<file path="src/hdl/brlt_pkg.sv">
// Shared types and constants for the box region lookup table.
// Holds the command codes, field widths and the control/status structs.
// No dependencies; compile first.
`timescale 1ns / 1ps

package brlt_pkg;

    // Widths of the item fields on the channels
    localparam int CMD_W         = 2;
    localparam int COORD_FIELD_W = 16;
    localparam int INDEX_FIELD_W = 6;
    localparam int COUNT_FIELD_W = 7;

    // Command codes carried by an input item
    typedef enum logic [CMD_W-1:0] {
        CMD_ADD    = 2'd0,
        CMD_LOOKUP = 2'd1,
        CMD_CLEAR  = 2'd2,
        CMD_NONE   = 2'd3
    } t_cmd;

    // Controller to datapath commands
    typedef struct packed {
        logic exec;    // item accepted: add, clear, no command or capture lookup point
        logic scan;    // lookup scan in progress
        logic finish;  // lookup resolved: capture the result
    } t_ctl;

    // Datapath to controller status
    typedef struct packed {
        logic hit;        // entry under compare contains the point
        logic exhausted;  // every stored entry compared, no hit
    } t_stat;

endpackage

</file>
<file path="src/hdl/brlt_ctrl.sv">
// Controller for the box region lookup table: sequences the lookup scan
// and owns the handshakes of both channels. Depends on brlt_pkg.
`timescale 1ns / 1ps

module brlt_ctrl (
    input  logic            i_clk,
    input  logic            i_rst_n,
    input  logic            i_in_valid,
    input  brlt_pkg::t_cmd  i_cmd,
    input  logic            i_out_ready,
    input  brlt_pkg::t_stat i_stat,
    output logic            o_in_ready,
    output logic            o_out_valid,
    output brlt_pkg::t_ctl  o_ctl
);
    import brlt_pkg::*;

    typedef enum logic {
        S_IDLE,
        S_SCAN
    } t_state;

    t_state r_state;
    logic   r_out_vld;
    logic   w_accept;
    logic   w_finish;

    // Take an item only when idle and the result register is free or emptying
    assign o_in_ready  = (r_state == S_IDLE) && (!r_out_vld || i_out_ready);
    assign w_accept    = i_in_valid && o_in_ready;
    assign w_finish    = (r_state == S_SCAN) && (i_stat.hit || i_stat.exhausted);
    assign o_out_valid = r_out_vld;

    // Commands to the datapath
    always_comb begin
        o_ctl.exec   = w_accept;
        o_ctl.scan   = (r_state == S_SCAN);
        o_ctl.finish = w_finish;
    end

    // State and result-valid register
    always_ff @(posedge i_clk) begin
        if (!i_rst_n) begin
            r_state   <= S_IDLE;
            r_out_vld <= 1'b0;
        end else begin
            unique case (r_state)
                S_IDLE: begin
                    if (w_accept && (i_cmd == CMD_LOOKUP)) begin
                        r_state <= S_SCAN;
                    end
                end
                S_SCAN: begin
                    if (w_finish) begin
                        r_state <= S_IDLE;
                    end
                end
            endcase

            if ((w_accept && (i_cmd != CMD_LOOKUP)) || w_finish) begin
                r_out_vld <= 1'b1;
            end else if (i_out_ready) begin
                r_out_vld <= 1'b0;
            end
        end
    end

endmodule

</file>
<file path="config.mk">
export PLATFORM = sky130hd
export DESIGN_NAME = brlt_ctrl
export DESIGN_NICKNAME = d
export VERILOG_FILES = /design/src/hdl/brlt_pkg.sv /design/src/hdl/brlt_ctrl.sv
export SDC_FILE = /design/constraint.sdc
export NUM_CORES = 1
export LEC_CHECK = 0
export CAP_MARGIN = 20
export CELL_PAD_IN_SITES_DETAIL_PLACEMENT = 2
export CELL_PAD_IN_SITES_GLOBAL_PLACEMENT = 2
export CORE_AREA = 2 2 39 41
export CTS_BUF_LIST = sky130_fd_sc_hd__clkbuf_16
export DETAILED_ROUTE_END_ITERATION = 6
export DIE_AREA = 0 0 41 43
export DONT_BUFFER_PORTS = 1
export GPL_TIMING_DRIVEN = 0
export HOLD_SLACK_MARGIN = 0.08
export PLACE_DENSITY = 0.4
export SYNTH_ARGS = -nofsm -noshare
export SYNTH_HDL_FRONTEND = slang
export SYNTH_SLANG_ARGS = --single-unit
</file>
<file path="constraint.sdc">
create_clock -name i_clk -period 0.9 [get_ports i_clk]
set_input_delay 0.09 -clock i_clk [delete_from_list [all_inputs] [get_ports i_clk]]
set_output_delay 0.09 -clock i_clk [all_outputs]
set_load 0.01 [all_outputs]
</file>
Word level (Yosys, flattened, before mapping) --
Index checks and enable logic that the tools add are counted.
Word-level totals: logic and storage cells 20, memories 0, input port bits 8, RAM bits 0, memory bits (read-only) 0, bits in registers 2, output and inout port bits 5, latch bits 0
Operators by class: eq/ne operators 2, bitwise gates (word level) 1, reductions and logical operators 10, shifts and indexed selects 0, add/sub/neg operators 0, magnitude comparators 0, $mul 0, div/mod/pow operators 0, multiplexer cells 5
Operators by type and width (number):
- $logic_and A1 B1 Y1 | 5
- $mux W1 | 4
- $logic_or A1 B1 Y1 | 3
- $eq A2 B1 Y1 const B | 1
- $ne A2 B1 Y1 const B | 1
- $pmux W1 S2 | 1
- $reduce_bool A2 Y1 | 1
- $logic_not A1 Y1 | 1
- $not A1 Y1 | 1

Logic depth before layout (Yosys ltp) --
Gate-level depths: netlist of run 1.
depth after elaboration 7, depth in mapped cells 3, gate-level depth less buffers 3

Least setup slack after synthesis of run 1 --
Ideal clock, no wire load.
path kind register to register, from register r_out_vld (netlist: o_out_valid), to register r_state, slack 0.003 ns, buffers on the path 0, setup time 0.117 ns, clock period less this slack 0.897 ns, data arrival time 0.780 ns, cell stages (with the launch flop) 4, data required time 0.783 ns, path through dfxtp_1 > nor2b_4 > nor3b_2 > a32o_1
Between the ends: word-level cells in the longest chain between the ends 7
Ends and longest elaborated chain:
- start, declared | line brlt_ctrl.sv:24 | logic r_out_vld;
- start signal, assigned | line brlt_ctrl.sv:45 | r_out_vld <= 1'b0;
- start signal, assigned | line brlt_ctrl.sv:61 | r_out_vld <= 1'b1;
- start signal, assigned | line brlt_ctrl.sv:63 | r_out_vld <= 1'b0;
- $logic_not A1 Y1 | line brlt_ctrl.sv:29 | assign o_in_ready = (r_state == S_IDLE) && (!r_out_vld || i_out_ready);
- $logic_or A1 B1 Y1 | line brlt_ctrl.sv:29
- $logic_and A1 B1 Y1 | line brlt_ctrl.sv:29
- $logic_and A1 B1 Y1 | line brlt_ctrl.sv:30 | assign w_accept = i_in_valid && o_in_ready;
- named net w_accept | line brlt_ctrl.sv:25 | logic w_accept;
- $logic_and A1 B1 Y1 | line brlt_ctrl.sv:49 | if (w_accept && (i_cmd == CMD_LOOKUP)) begin
- $mux W1 | line brlt_ctrl.sv:49
- $pmux W1 S2 | line brlt_ctrl.sv:47 | unique case (r_state)
- end signal, assigned | line brlt_ctrl.sv:44 | r_state <= S_IDLE;
- end signal, assigned | line brlt_ctrl.sv:50 | r_state <= S_SCAN;
- end signal, assigned | line brlt_ctrl.sv:55 | r_state <= S_IDLE;
- end, declared | line brlt_ctrl.sv:23 | t_state r_state;
The timed path passes the listed nets, and every way through them passes these cells. A chain may end at the register's enable or synchronous reset.

Final worst setup path of run 1 --
from register r_out_vld (netlist: o_out_valid), to output port o_ctl[2] in the netlist's numbering
Between the ends: word-level cells in the longest chain between the ends 4
Ends and longest elaborated chain:
- $logic_not A1 Y1 | line brlt_ctrl.sv:29
- $logic_or A1 B1 Y1 | line brlt_ctrl.sv:29
- $logic_and A1 B1 Y1 | line brlt_ctrl.sv:29
- $logic_and A1 B1 Y1 | line brlt_ctrl.sv:30
- end, declared | line brlt_ctrl.sv:14 | output brlt_pkg::t_ctl o_ctl
No other way between the ends.

==> summary.txt, run 1 <==
Outcome
  • Status: complete, but fails checks
  • Failing checks: negative setup slack

CTS
  • Root buffer cell: clkbuf_16
  • Clock sink count: 2
  • Worst-Skew Late Latency: 220 ps
  • H-tree lvl count: 1
  • CTS tree: built
  • Worst-path clk slew: 30 ps
  • Clock Tree Buf Depth: 2
  • TritonCTS Buffers: 3

Critical path
  • RR Endpoint: r_state
  • Maximum fanout along the worst path: 2
  • Critical path type: reg2out
  • Crit end category: primary output
  • Worst EP arrival: 1010 ps
  • WP data required: 810 ps
  • Reg2reg setup slack: -110 ps
  • Reg2reg start: o_out_valid
  • Worst Setup Start Kind: flop
  • Worst R2R Path Depth: 4

Placed design
  • Placed cell area: 164 µm²
  • Gpl congestion: 0.601
  • Pre-CTS setup slack: -74.0 ps
  • I/O Buffers: 0

Pwr
  • Max VDD drop: 674 µV
  • Total power: 832 µW
  • Pwr dens: 2810 nW/µm²
  • Leak: 0.000125 µW

Finish
  • Final Cell Area: 297 µm²
  • Layout area overhead: 106%
  • Antenna Diode Count: 0
  • Layout cells sized above 1: 0.583
  • Nets: 34

Worst hold path
  • Hold Path Stages: 2
  • Min-Delay Path Class: in2reg
  • Worst Hold Path EP: r_state
  • Hold Path Origin: i_stat[1]

Logic synthesis
  • Yosys reg bits: 2
  • Most numerous cell in the Yosys netlist: nor2_1
  • Post-synthesis cell type count: 10
  • Post-synth EDFFs: 0
  • Synth Cell Area: 144 µm²
  • Largest area contributor in the netlist: dfxtp_1
  • Mean Syn Cell Area: 8.46 µm²
  • Cell count after synthesis: 17
  • Largest cells by area after synthesis: dfxtp_1 (28%), buf_4 (16%), nor2_1 (10%)
  • Async S/R FF share, synth: 0
  • Sequential area share after synthesis: 0.278
  • Post-synth top area share: 0.278
  • Post-synth top cells: nor2_1 (4), buf_4 (3), dfxtp_1 (2), inv_1 (2)
  • Post-synth top flop: dfxtp_1
  • Ys Warns: 0
  • Syn Nets: 25

Timing
  • Hold WS: 165 ps
  • Final Hold Vio Count: 0
  • Min setup slack post-route: -202 ps
  • Setup tns final: -578 ps
  • Rel. slew slack: 0.863
  • Final min period: 1100 ps
  • Max Clock Skew: 0.692 ps
  • Max Freq: 908 MHz
  • Final-report max-slew violation count: 0
  • Final setup vio count: 5
  • RSZ-0062 raised after global routing: yes
  • Worst-margin pin slew: 205 ps
  • Fin crit share: 1.22

Floorplan
  • Total die area: 1760 µm²
  • Die height: 43 µm
  • Initial Util: 0.104
  • Rows: 14
  • I/O pin count: 13
  • Die Wd: 41 µm
  • Core area: 1380 µm²

Drt
  • Routed WL: 501 µm
  • First-pass iteration count of the detailed router: 1
  • Met3 WL post-DR: 41 µm
  • WL met1: 144 µm
  • Final antenna-violating net count: 0
  • Wire per inst: 12.5 µm
  • Metal2 WL: 315 µm
  • Vias: 145
  • Post-DR vias/cell: 3.63
  • Residual DRC count: 0
  • Max layer used: met3
  • Initial DRC count: 0

Global routing
  • Initial antenna violation count: 0
  • Total track usage: 0.0822
  • Largest net degree at the start of global routing: 7
  • Vias in the first global route: 194
  • Global-route wire length before repair: 814 µm
  • Total congestion overflow: 0

Job
  • MaxCap Viol Count: 0
## worst max-delay path by stage
stage	startpoint	endpoint	slack (ps)	cells past startpoint
6_report	o_out_valid	o_ctl[2]	-200	3
5_1_grt	o_out_valid	o_ctl[2]	-260	3
4_1_cts	o_out_valid	o_ctl[2]	-220	3
3_5_place_dp	r_state	o_out_valid	-70	3
3_3_place_gp	o_out_valid	r_state	-50	3
2_1_floorplan	o_out_valid	r_state	3	3
## stage by stage
stage,instances,utilization
finish,40,0.214
global route,40,0.214
CTS,40,0.206
detailed placement,33,0.118
global placement,33,0.118
floorplan,17,-
## sequential cells by signal (all words and copies together) (netlist names)
| signal | flops |
|---|---|
| o_out_valid | 1 |
| r_state | 1 |
## power breakdown
group / leakage [µW] / switching, µW / internal, µW
sequential: 0.0000175 / 7.21 / 93.5
clock: 0.0000370 / 98.1 / 565
combinational: 0.0000705 / 28.3 / 39.9
total: 0.000125 / 134 / 698
## metal layers
| metal | GRT usage | vias to the layer above |
|---|---|---|
| li1 | - | 69 |
| met1 | 0.0545 | 67 |
| met2 | 0.125 | 9 |
| met3 | 0.0366 | 0 |
| met4 | 0.120 | 0 |
| met5 | 0 | - |
## critical path, stage by stage, from the launching register on
cell	delay, ps
dfxtp_2	320
nor2b_4	130
nor3b_2	190
buf_4	150
## kinds of logic (layout without fill, tap and decap cells)
logic type      Yosys count  in the layout  share of synthesized area
compound gates            3              3                      0.183
simple gates              7              7                      0.330
flops                     2              2                      0.278
buf+inv                   5             12                      0.209
## repair_timing
action / in CTS / in global routing
endpoints found under the hold margin: 2 / 0
setup buffers: 2 / 0
setup endpoints to repair: 6 / 5
pin swaps: 2 / 1
gates resized for setup: 4 / 3
hold buffers: 2 / 0
## cell usage in the layout (no fill, tap or decap), drive strengths merged
master / n
buf: 5
nor2: 4
clkbuf: 3
inv: 2
dlygate4sd3: 2
dfxtp: 2
nor2b: 1
nor3b: 1
o21a: 1
nand2b: 1
a311oi: 1
a32o: 1
## area by class of cell
cell class,instances,area (µm²)
buffer,3,26.3
clock buffer,3,75.1
fill,162,1090
inverter,2,7.51
multi-input combinational,10,87.6
sequential,2,45.0
tap,16,20.0
timing repair buffer,4,35.0
No activity file was read; power rests on OpenSTA's default activity.
==> run 2: changes to the inputs <==
Settings changed: GPL_TIMING_DRIVEN 0 to default.
==> run 2 against run 1 <==
Effect of this change:
- the run still ends with negative setup slack left
- clock skew barely moved
- clock-buffer cell count did not move
- sequential cell count stayed put
- sequential share of layout area hardly changed
- cell area down 2.5%
==> summary.txt, run 2 (synthesis results as in run 1) <==
Floorplan
  • Die Wd: 41 µm (unchanged)
  • Initial Util: 0.104 (unchanged)
  • Die height: 43 µm (unchanged)
  • Total die area: 1760 µm² (unchanged)
  • Rows: 14 (unchanged)
  • Core area: 1380 µm² (unchanged)
  • I/O pin count: 13 (unchanged)

Drt
  • Post-DR vias/cell: 3.53 (-2.8%)
  • Wire per inst: 10.2 µm (-19%)
  • Residual DRC count: 0 (unchanged)
  • Vias: 141 (-2.8%)
  • Final antenna-violating net count: 0 (unchanged)
  • Routed WL: 406 µm (-19%)
  • Initial DRC count: 0 (unchanged)
  • First-pass iteration count of the detailed router: 1 (unchanged)

Pwr
  • Sw Share: 0.155 (-0.00578)
  • Net Switching: 127 µW (-4.7%)
  • Max VDD drop: 677 µV (+0.41%)
  • Leak: 0.000123 µW (-1.3%)
  • Pwr dens: 2850 nW/µm² (+1.5%)
  • Total power: 823 µW (-1.1%)
  • Flop pwr share: 0.117 (-0.004)
  • Combinational power share: 0.080 (-0.002)
  • Clock power share: 0.803 (+0.006)
  • P_int: 695 µW (-0.41%)

Worst hold path
  • Hold Path Origin: i_stat[1]
  • Min-Delay Path Class: in2reg

Critical path
  • CP Launch Point: o_out_valid
  • Crit end category: primary output
  • WP data required: 810 ps (about the same)
  • Critical path type: reg2out
  • Worst Setup Start Kind: flop
  • Maximum fanout along the worst path: 3 (+1)
  • Reg2reg start: r_state
  • Worst EP arrival: 980 ps (-30 ps)
  • Reg2reg setup slack: -20 ps (+90 ps)

Timing
  • Final setup vio count: 4 (-1)
  • Worst-margin pin slew: 238 ps (+33.4 ps)
  • Final min period: 1070 ps (-33.9 ps)
  • Max Freq: 936 MHz (+3.2%)
  • Rel. slew slack: 0.840 (-0.0234)
  • Setup tns final: -303 ps (+275 ps)
  • Fin crit share: 1.19 (-0.0377)
  • Max Clock Skew: 0.848 ps (+0.156 ps)
  • Min setup slack post-route: -168 ps (+33.9 ps)
  • RSZ-0062 raised after global routing: yes
  • Final-report max-slew violation count: 0 (unchanged)
  • Final Hold Vio Count: 0 (unchanged)

Placed design
  • Gpl congestion: 0.638 (+6.2%)
  • I/O Buffers: 0 (unchanged)
  • Hpwl dp: 344 µm
  • Placed cell area: 171 µm² (+4.6%)
  • Cells after DPL: 34 (+3.0%)

CTS
  • Worst-Skew Late Latency: 220 ps (about the same)
  • Root buffer cell: clkbuf_16
  • Clock Tree Buf Depth: 2 (unchanged)
  • Clock sink count: 2 (unchanged)
  • TritonCTS Buffers: 3 (unchanged)
  • H-tree lvl count: 1 (unchanged)
  • Worst-path clk slew: 30 ps (about the same)
  • CTS tree: built

Job
  • MaxCap Viol Count: 0 (unchanged)

Outcome
  • Failing checks: negative setup slack
  • Status: complete, but fails checks

Finish
  • Final Cell Area: 289 µm² (-2.5%)
  • Fin cells: 40 (unchanged)
  • Post-layout util: 0.209 (-0.00543)
  • Commonest non-fill, non-tap cell in the layout: buf_4
  • Fill count: 161 (-0.62%)
  • Layout cells sized above 1: 0.500 (-0.0833)
  • Nets: 34 (unchanged)
  • Layout area overhead: 101%
  • Commonest cells after routing, fill and taps aside: buf_4 (4), nor2_1 (3), clkbuf_16 (3), inv_1 (2), dlygate4sd3_1 (2)
  • Antenna Diode Count: 0 (unchanged)

Global routing
  • Initial antenna violation count: 0 (unchanged)
  • Largest net degree at the start of global routing: 6 (-1)
  • Global-route wire length before repair: 634 µm (-22%)
  • Vias in the first global route: 156 (-20%)
  • Total track usage: 0.0622 (-0.0201)
  • Total congestion overflow: 0 (unchanged)
==> run 2: cell types whose count changed in the layout (fill, tap and decap cells not counted) <==
cell      delta
a311oi_2     -1
a311oi_1     +1
dfxtp_1      +1
dfxtp_2      -1
==> run 2: routing by layer <==
| layer | up-vias | part of all wire | GRT usage |
|---|---|---|---|
| met1 | 66 | 0.36 | 0.0641 |
| met2 | 7 | 0.56 | 0.0750 |
| met3 | 0 | 0.076 | 0.0157 |
| li1 | 68 | - | - |
| met4 | 0 | 0 | 0.100 |
| met5 | - | 0 | 0 |
==> run 2: per-stage QoR <==
stage	hold WS, ps	setup WS, ps
3_3_place_gp	240	-3.78
3_5_place_dp	247	-42.5
2_1_floorplan	225	2.79
5_1_grt	172	-218
4_1_cts	151	-187
6_report	147	-168
==> run 2: worst paths after layout <==
kind | to | cells after the start
worst max-delay path | o_ctl[2] | 3
worst min-delay path | r_state | 2
worst max register to register | o_out_valid | 3
worst min register to register | r_state | 1
==> run 2: power by group through the flow <==
stage                     registers [µW]  clock network (µW)  logic [µW]
final                               96.5                 661        65.6
after global routing                97.5                 683        72.2
after CTS                           98.6                 672        59.4
after detailed placement            99.5                   0        51.4
after global placement              99.1                   0        50.8
after floorplan                      101                   0        37.8
==> run 2: what timing repair did <==
action | 4_1_cts | 5_1_grt
hold buffers | 2 | 0
setup buffers | 0 | 1
gates resized for setup | 1 | 4
hold endpoints to repair | 2 | 0
pin swaps | 0 | 1
endpoints found under the setup margin | 4 | 5
==> run 2: layout make-up <==
cell class              instances  area, µm²  area share
multi-input cells              10       81.3       0.281
flip-flops and latches          2       43.8       0.152
well taps                      16       20.0      0.0693
clock buffers                   3       75.1       0.260
inverters                       2       7.51      0.0260
repair buffers                  7       61.3       0.212
==> run 2: critical path: stages, from the launching register on <==
cell and delay (ps):
dfxtp_1 290, nor2b_4 130, nor3b_2 180, buf_4 150
==> run 3: changes to the inputs <==
Settings changed: PLACE_DENSITY 0.4 to 0.47.
==> run 3 against run 2 <==
Effect of this change:
- the run still ends with negative setup slack left
- non-clock buffer count rose by 2
- setup slack got worse by 12 ps
- clock skew rose by 2.4 ps
- utilization rose by 1.6 points
- sequential cell count did not move
- final cell count rose by 5.0%
- routed wire length rose by 33%
- power rose by 4.3%
- worst hold slack improved by 5.0 ps
- die area did not move
- clock power rose by 3%
- largest cell class unchanged
- largest power group unchanged
- highest routed layer is now met4
==> summary.txt, run 3 (synthesis results as in run 1) <==
Global routing
  • Largest net degree at the start of global routing: 5 (-1)
  • Initial antenna violation count: 0 (unchanged)
  • Total congestion overflow: 0 (unchanged)
  • Total track usage: 0.0861 (+0.0239)
  • Vias in the first global route: 203 (+30%)
  • Global-route wire length before repair: 855 µm (+35%)

Critical path
  • Worst EP arrival: 990 ps (about the same)
  • Critical path type: reg2out
  • WP data required: 810 ps (about the same)
  • Worst Setup Start Kind: flop
  • Crit end category: primary output
  • Worst R2R Path Depth: 4 (+1)
  • Maximum fanout along the worst path: 2 (-1)

CTS
  • Worst-path clk slew: 30 ps (about the same)
  • Root buffer cell: clkbuf_16
  • Worst-Skew Late Latency: 220 ps (about the same)
  • CTS tree: built
  • Clock sink count: 2 (unchanged)
  • Clock Tree Buf Depth: 2 (unchanged)
  • H-tree lvl count: 1 (unchanged)
  • TritonCTS Buffers: 3 (unchanged)

Drt
  • Vias: 157 (+11%)
  • Residual DRC count: 0 (unchanged)
  • Final antenna-violating net count: 0 (unchanged)
  • Routed WL: 538 µm (+33%)
  • Max layer used: met4
  • Metal2 WL: 324 µm (+43%)
  • First-pass iteration count of the detailed router: 1 (unchanged)
  • Met3 WL post-DR: 43 µm (+39%)
  • Initial DRC count: 0 (unchanged)
  • Post-DR vias/cell: 3.74 (+6.0%)
  • Wire per inst: 12.8 µm (+26%)
  • WL met1: 146 µm (-0.68%)

Timing
  • Worst-margin pin slew: 224 ps (-14.4 ps)
  • Final setup vio count: 5 (+1)
  • Fin crit share: 1.20 (+0.0132)
  • Rel. slew slack: 0.851 (+0.0107)
  • Max Clock Skew: 3.24 ps (+2.39 ps)
  • Final-report max-slew violation count: 0 (unchanged)
  • Hold WS: 152 ps (+5.00 ps)
  • Final Hold Vio Count: 0 (unchanged)
  • RSZ-0062 raised after global routing: yes
  • Final min period: 1080 ps (+11.9 ps)
  • Max Freq: 926 MHz (-1.1%)
  • Min setup slack post-route: -180 ps (-11.9 ps)

Floorplan
  • Rows: 14 (unchanged)
  • Core area: 1380 µm² (unchanged)
  • Initial Util: 0.104 (unchanged)
  • Die Wd: 41 µm (unchanged)
  • Total die area: 1760 µm² (unchanged)
  • I/O pin count: 13 (unchanged)
  • Die height: 43 µm (unchanged)

Finish
  • Nets: 36 (+5.9%)
  • Layout cells sized above 1: 0.615 (+0.115)
  • Antenna Diode Count: 0 (unchanged)
  • Commonest cells after routing, fill and taps aside: buf_4 (6), nor2_1 (3), clkbuf_16 (3), inv_1 (2), dlygate4sd3_1 (2)
  • Layout area overhead: 117%
  • Commonest non-fill, non-tap cell in the layout: buf_4

Pwr
  • Pwr dens: 2750 nW/µm² (-3.3%)
  • Leak: 0.000135 µW (+9.8%)
  • Max VDD drop: 772 µV (+14%)

Outcome
  • Status: complete, but fails checks
  • Failing checks: negative setup slack

Worst hold path
  • Min-Delay Path Class: in2reg
  • Hold Path Stages: 2 (unchanged)

Placed design
  • I/O Buffers: 0 (unchanged)
  • Gpl congestion: 0.641 (+0.42%)
  • Pre-CTS setup slack: -10.7 ps (+31.7 ps)

Job
  • MaxCap Viol Count: 0 (unchanged)
==> run 3: power breakdown <==
group / switching (µW) / internal, µW
registers: 3.54 / 93.3
clock network: 115 / 566
logic: 33.9 / 45.8
==> run 3: per-stage QoR <==
stage | utilization | instance area [µm²] | power [µW] | TNS (ps) | std cells
after floorplan | - | 144 | 139 | 0 | 17
after global placement | 0.124 | 171 | 149 | 0 | 34
after detailed placement | 0.124 | 171 | 151 | -10.7 | 34
after CTS | 0.222 | 308 | 867 | -449 | 42
after global routing | 0.225 | 312 | 889 | -635 | 42
final | 0.225 | 312 | 858 | -434 | 42
==> run 3: critical path, cell delays in order (launching register included) <==
cell     delay (ps)
dfxtp_2         310
nor2b_4         120
nor3b_2         180
buf_4           150
==> run 3: area by class of cell <==
class                   instances  area [µm²]
clock buffers                   3        75.1
fillers                       156        1070
multi-input cells              10        87.6
flip-flops and latches          2        45.0
repair buffers                  9        76.3
well taps                      16        20.0
inverters                       2        7.51
==> run 3: path summary, 6_finish.rpt <==
path / to / slack (ps) / start
worst min-delay path: r_state / 150 / i_stat[1]
worst min register to register: r_state / 630 / r_state
worst max register to register: o_out_valid / -60 / o_out_valid
worst max-delay path: o_ctl[2] / -180 / o_out_valid
==> run 3: repair_timing <==
action | in CTS | in global routing
pin swaps | 2 | 1
hold endpoints to repair | 2 | 0
hold buffers | 2 | 0
resized for setup | 6 | 1
setup endpoints to repair | 5 | 5
buffers inserted | 3 | 0
==> run 3: routing by layer <==
metal,vias to the layer above,track usage
met5,-,0
met2,9,0.131
met3,2,0.0314
met4,0,0.120
li1,73,-
met1,73,0.0637
